$ cat src/hw/rtl/gb3_pkg.sv
// shared types, constants and the kernel function of the 3x3 gaussian blur
package gb3_pkg;

   // default image size limits
   localparam int DEF_MAX_WIDTH  = 256;
   localparam int DEF_MAX_HEIGHT = 1024;
   localparam int MIN_SIZE       = 3;

   // field widths
   localparam int PIX_W       = 8;
   localparam int OUT_ROW_W   = 10;
   localparam int OUT_COL_W   = 8;
   localparam int CFG_WIDTH_W = 9;
   localparam int CFG_HEIGHT_W = 11;
   localparam int CSR_DATA_W  = 32;
   localparam int CSR_ADDR_W  = 3;
   localparam int SUM_W       = 12;

   // register reset values
   localparam logic [CFG_WIDTH_W-1:0]  RST_IMAGE_WIDTH  = CFG_WIDTH_W'(188);
   localparam logic [CFG_HEIGHT_W-1:0] RST_IMAGE_HEIGHT = CFG_HEIGHT_W'(120);

   // register index, taken from paddr bit 2
   typedef enum logic [0:0] {
      REG_IMAGE_WIDTH  = 1'b0,
      REG_IMAGE_HEIGHT = 1'b1
   } gb3_reg_type;

   // one 3x3 neighborhood, row major, top row first
   typedef struct packed {
      logic [PIX_W-1:0] p00, p01, p02;
      logic [PIX_W-1:0] p10, p11, p12;
      logic [PIX_W-1:0] p20, p21, p22;
   } gb3_window_type;

   // kernel 1 2 1 / 2 4 2 / 1 2 1, divided by 16 with truncation
   function automatic logic [PIX_W-1:0] gb3_blur(input gb3_window_type win);
      logic [SUM_W-1:0] corner;
      logic [SUM_W-1:0] edges;
      logic [SUM_W-1:0] sum;
      corner = SUM_W'(win.p00) + SUM_W'(win.p02) + SUM_W'(win.p20) + SUM_W'(win.p22);
      edges  = SUM_W'(win.p01) + SUM_W'(win.p10) + SUM_W'(win.p12) + SUM_W'(win.p21);
      sum    = corner + (edges << 1) + (SUM_W'(win.p11) << 2);
      return sum[SUM_W-1:4];
   endfunction

endpackage

$ cat src/hw/rtl/gb3_csr.sv
// configuration registers and clamped effective image size
module gb3_csr import gb3_pkg::*; #(
   parameter int MAX_WIDTH  = DEF_MAX_WIDTH,
   parameter int MAX_HEIGHT = DEF_MAX_HEIGHT,
   localparam int WW = $clog2(MAX_WIDTH + 1),
   localparam int HW = $clog2(MAX_HEIGHT + 1)
) (
   input  logic                  clock,
   input  logic                  reset,
   input  logic                  psel,
   input  logic                  penable,
   input  logic                  pwrite,
   input  logic [CSR_ADDR_W-1:0] paddr,
   input  logic [CSR_DATA_W-1:0] pwdata,
   output logic [CSR_DATA_W-1:0] prdata,
   output logic                  pready,
   output logic [WW-1:0]         eff_width,
   output logic [HW-1:0]         eff_height
);

   localparam int WCMP = (WW > CFG_WIDTH_W) ? WW : CFG_WIDTH_W;
   localparam int HCMP = (HW > CFG_HEIGHT_W) ? HW : CFG_HEIGHT_W;

   logic [CFG_WIDTH_W-1:0]  image_width_ff;
   logic [CFG_HEIGHT_W-1:0] image_height_ff;
   logic                    wr_en;
   gb3_reg_type             reg_sel;
   logic [WCMP-1:0]         width_ext;
   logic [HCMP-1:0]         height_ext;

   assign pready  = 1'b1;
   assign wr_en   = psel & penable & pwrite;
   assign reg_sel = gb3_reg_type'(paddr[2]);

   // register write
   always_ff @(posedge clock) begin
      if (reset) begin
         image_width_ff  <= RST_IMAGE_WIDTH;
         image_height_ff <= RST_IMAGE_HEIGHT;
      end else if (wr_en) begin
         unique case (reg_sel)
            REG_IMAGE_WIDTH:  image_width_ff  <= pwdata[CFG_WIDTH_W-1:0];
            REG_IMAGE_HEIGHT: image_height_ff <= pwdata[CFG_HEIGHT_W-1:0];
            default:          ;
         endcase
      end
   end

   // register read
   always_comb begin
      unique case (reg_sel)
         REG_IMAGE_WIDTH:  prdata = CSR_DATA_W'(image_width_ff);
         REG_IMAGE_HEIGHT: prdata = CSR_DATA_W'(image_height_ff);
         default:          prdata = '0;
      endcase
   end

   // clamp sizes into the supported range
   always_comb begin
      width_ext  = WCMP'(image_width_ff);
      height_ext = HCMP'(image_height_ff);
      if (width_ext < WCMP'(MIN_SIZE))       eff_width = WW'(MIN_SIZE);
      else if (width_ext > WCMP'(MAX_WIDTH)) eff_width = WW'(MAX_WIDTH);
      else                                   eff_width = WW'(width_ext);
      if (height_ext < HCMP'(MIN_SIZE))        eff_height = HW'(MIN_SIZE);
      else if (height_ext > HCMP'(MAX_HEIGHT)) eff_height = HW'(MAX_HEIGHT);
      else                                     eff_height = HW'(height_ext);
   end

endmodule

$ cat config.mk
export PLATFORM = sky130hd
export DESIGN_NAME = gb3_csr
export DESIGN_NICKNAME = d
export VERILOG_FILES = /design/src/hw/rtl/gb3_pkg.sv /design/src/hw/rtl/gb3_csr.sv
export SDC_FILE = /design/constraint.sdc
export NUM_CORES = 1
export LEC_CHECK = 0
export BUFFER_PORTS_ARGS = -buffer_cell sky130_fd_sc_hd__buf_2
export CORE_UTILIZATION = 40
export CTS_BUF_LIST = sky130_fd_sc_hd__clkbuf_8
export DETAILED_ROUTE_END_ITERATION = 10
export PLACE_DENSITY_LB_ADDON = 0.12
export SYNTH_ARGS = -nofsm -noshare
export SYNTH_HDL_FRONTEND = slang
export SYNTH_SLANG_ARGS = --single-unit
export TNS_END_PERCENT = 1
$ cat constraint.sdc
create_clock -name clock -period 1.7 [get_ports clock]
set_clock_uncertainty 0.2 [all_clocks]
set_input_delay 0.085 -clock clock [delete_from_list [all_inputs] [get_ports clock]]
set_output_delay 0.085 -clock clock [all_outputs]
set_load 0.005 [all_outputs]
==> results <==
- The run finished, with violations left.
- The final reports fail on design-rule violations.
- TritonCTS built the clock tree.
- The max-cap check violation count is 0.
- Registers take 400 um2.
- The die area is 3260 um2.
- Row generation in the floorplan step produced 19 rows.
- The effective utilization at floorplan is 43.0%.
- Across every metal layer, demand over resource in global routing totals 16.4%.
- The cell taking the most area after synthesis is sky130_fd_sc_hd__dfxtp_1.
- The number of antenna-violating nets in the routed design is 0.
- In this run, distinct cell masters in the synthesized netlist total 20.
- The count of buffers added on input and output ports is 47.
- The capture endpoint of the worst hold path is image_width_ff[0].
- Summing all multi-input logic gate instances after layout gives 666 um2.
- For this block, the initial DRC count from the detailed router was 26.
- The most frequently used cell type in the post-synthesis netlist is sky130_fd_sc_hd__buf_4.
- Data on the critical path arrives at its endpoint at 1.30 ns.
- The number of H-tree levels is 1.
- The final setup violation count is 0.
- The cell area that synthesis handed to floorplanning was 1220 um2.
- On the worst path, the slowest cell contributes a delay of 0.37 ns.
- The total clock buffers created by CTS is 3.
- Pin placement for this block handled 93 I/O pins.
- The total number of clock tree sinks is 20.
- Counting cells, the worst reg-to-reg path comes to 2.
- The post-detailed-route via-to-cell ratio is 4.66.
- The worst pin sits at a relative slew slack of 65.2%.
- The pin slew with the least headroom to its limit is 0.522 ns.
- The sequential area share after synthesis is 32.9%.
- The synthesized design contains 20 register bits.
- Setup total negative slack on the finished layout was measured at 0 ns.
- Traced cell by cell, the critical path runs through nor4_2 -> a21oi_1 -> nor2_1 -> buf_2.
- The category of the most critical setup path is flop to output pin.
- The share of final-layout standard cells stronger than drive strength 1 is 34.8%.
- The worst-case IR drop observed on VDD is 433 uV.
- The filler cells instantiated in the layout total 283.
- Leaving out filler cells and counting taps, the final layout contains 229.
- The via count is 1,068.
- For the finished layout, the period the worst path requires is 1.58 ns.
- The worst setup path is launched from a flop.
- The count of nets after finishing is 240.
- The final wirelength is 2.68 mm.
- In this run the mean area of a mapped cell was 8.16 um2.
- Sorting the synthesized cells by area gives the leading types as sky130_fd_sc_hd__dfxtp_1, sky130_fd_sc_hd__buf_4, sky130_fd_sc_hd__mux2_2.
- The final routed DRC violation total is 10.
- For this design the static power due to leakage is 0.668 nW.
- The start of the worst register-to-register path is height_ext[10].
- The total placed cells including tap cells is 215.
- The horizontal extent of the die is 57.1 um.
- Along the worst hold path, the cell count comes to 2.
- The core outline area is 2830 um2.
- Of the post-synthesis cell area, the dominant cell type holds 32.9%.
- The number of endpoints with negative hold slack in the final report is 0.
- The total of warnings raised by yosys is 0.
- The post-CTS clock slew at the launch and capture registers of the worst setup and hold paths is 0.07 ns.
- The residual overflow from global routing is 0.
- The number of antenna diodes in the final layout is 0.
- The launching instance or port of the critical path is image_width_ff[2].
- STA puts the critical path data required time at 1.41 ns.
- The final number of max-transition violations is 0.
- The buffer count from post-CTS setup fixing is 0.
- In the final routed layout, each cell accounts on average for 11.7 um.
- The buffer depth of the longest clock path is 2.
- The worst register-to-register path ends at height_ext[10].
- Yosys mapped a number of flops with a built-in enable equal to 0.
- The synthesis-to-layout area growth is 23.9%.
- The worst min-delay path category is primary input to flop.
- The register-to-register path setup slack is 0.66 ns.
- The first global-routing pass estimated 4.20 mm of wire.
- Setup repair after global routing left no endpoint under its margin.
- In the synthesized netlist, the cells that appear most often are sky130_fd_sc_hd__buf_4, sky130_fd_sc_hd__dfxtp_1, sky130_fd_sc_hd__a21oi_1, sky130_fd_sc_hd__nor2_1.
- After technology mapping, the gate count stands at 149.
- Once detailed placement completed, the half-perimeter wirelength came to 1.92 mm.
- The total power divided by cell area is 619 nW/um2.
- The buffer cell driving the clock tree root is sky130_fd_sc_hd__clkbuf_8.
- The number of global-route vias before repair was 933.
- The final worst-path cycle share is 93.1%.
- The floorplan step set the die height to 57.1 um.
- Of all flip-flops after synthesis, the portion carrying an async set or reset was 0%.
- On the critical path, the stage with the largest delay is an instance of sky130_fd_sc_hd__nor4_2.
- The clock latency at the later pin of the worst-skew pair is 0.25 ns.
- The initial antenna violation count came to 0.
- For this run, the leading register cell type out of synthesis is sky130_fd_sc_hd__dfxtp_1.
- The final RePlAce weighted congestion is 0.749.
- The launch point of the worst hold path is reset.
- The first detailed-routing pass ran for 7 iterations.
- The kind of end point of the critical path is an output pin.
- The maximum net fanout on the critical path is 4.
- Entering global routing, the biggest net connects 27 pins.
- For this run, the top clock speed supported by timing is 0.632 GHz.
layout by cell type, fill, tap and decap left out, types with 2 or more instances in the layout:
| cell type | n |
|---|---|
| sky130_fd_sc_hd__nor4_2 | 3 |
| sky130_fd_sc_hd__buf_4 | 2 |
| sky130_fd_sc_hd__conb_1 | 22 |
| sky130_fd_sc_hd__clkbuf_8 | 3 |
| sky130_fd_sc_hd__dfxtp_1 | 20 |
| sky130_fd_sc_hd__nor2_1 | 15 |
| sky130_fd_sc_hd__buf_2 | 47 |
| sky130_fd_sc_hd__mux2_2 | 9 |
| sky130_fd_sc_hd__dlygate4sd3_1 | 11 |
| sky130_fd_sc_hd__nor3_1 | 5 |
| sky130_fd_sc_hd__nand2_1 | 14 |
| sky130_fd_sc_hd__nor3_2 | 5 |
| sky130_fd_sc_hd__mux2i_1 | 4 |
| sky130_fd_sc_hd__a21oi_1 | 19 |
| sky130_fd_sc_hd__and2_1 | 2 |
| sky130_fd_sc_hd__nor2b_1 | 14 |
state kept, by name (all words and copies together) (netlist names):
signal,flops
height_ext,11
image_width_ff,9
power by group:
part           switching (W)  internal (W)
logic              0.0000709     0.0000707
registers          0.0000130      0.000479
clock network       0.000142      0.000157
metal layers:
| layer | GRT usage [%] | vias to the layer above | wire, um |
|---|---|---|---|
| met5 | 0 | - | 0 |
| met4 | 5.23 | 0 | 14 |
| met3 | 2.72 | 2 | 134 |
| met2 | 28.2 | 38 | 1270 |
| met1 | 21.0 | 482 | 1260 |
| li1 | - | 546 | - |
cell type report:
class / count / share of cell area, %
sequential: 20 / 26.6
clock buffer: 3 / 2.74
multi-input combinational: 115 / 44.2
timing repair buffer: 60 / 23.9
tap: 31 / 2.57
what timing repair did:
item | 4_1_cts | 5_1_grt
hold endpoints to repair | 20 | 0
hold buffers | 11 | 0
resized for setup | 0 | 3
endpoints found under the setup margin | 0 | 4
metrics by stage:
stage	hold WS [ns]	worst slack (ns)	util [%]	cell area (um2)	total power (W)
2_1_floorplan	0.0122	0.568	-	1290	0.000610
3_3_place_gp	0.130	0.230	47.2	1340	0.000620
3_5_place_dp	0.143	0.195	47.2	1340	0.000623
4_1_cts	0.0839	0.0187	52.6	1490	0.000936
5_1_grt	0.126	0.0215	53.3	1510	0.000980
6_report	0.0882	0.117	53.3	1510	0.000932
kinds of logic (layout without fill, tap and decap cells):
logic type | after synthesis | in the layout | synth area share, %
AND/OR/NAND/NOR | 61 | 61 | 27.0
buffers and inverters | 34 | 63 | 20.1
flip-flops | 20 | 20 | 32.9
AO/OA/AOI/OAI | 19 | 19 | 7.82
multiplexers | 13 | 13 | 11.6
other | 2 | 22 | 0.618
worst max path at each step:
stage / to / slack, ns / depth (start not counted)
floorplan: eff_width[0] / 0.57 / 3
detailed placement: image_width_ff[3] / 0.19 / 5
global placement: image_width_ff[5] / 0.23 / 5
CTS: eff_width[0] / 0.02 / 4
global route: eff_width[0] / 0.02 / 4
finish: eff_width[0] / 0.12 / 4
worst max-delay path, delay by kind of cell, from the launching register on:
| family | cells | cell delay [ns] |
|---|---|---|
| AO/OA/AOI/OAI | 1 | 0.11 |
| flip-flops | 1 | 0.35 |
| buffers and inverters | 1 | 0.12 |
| AND/OR/NAND/NOR | 2 | 0.47 |
No activity file was read; power rests on OpenSTA's default activity.
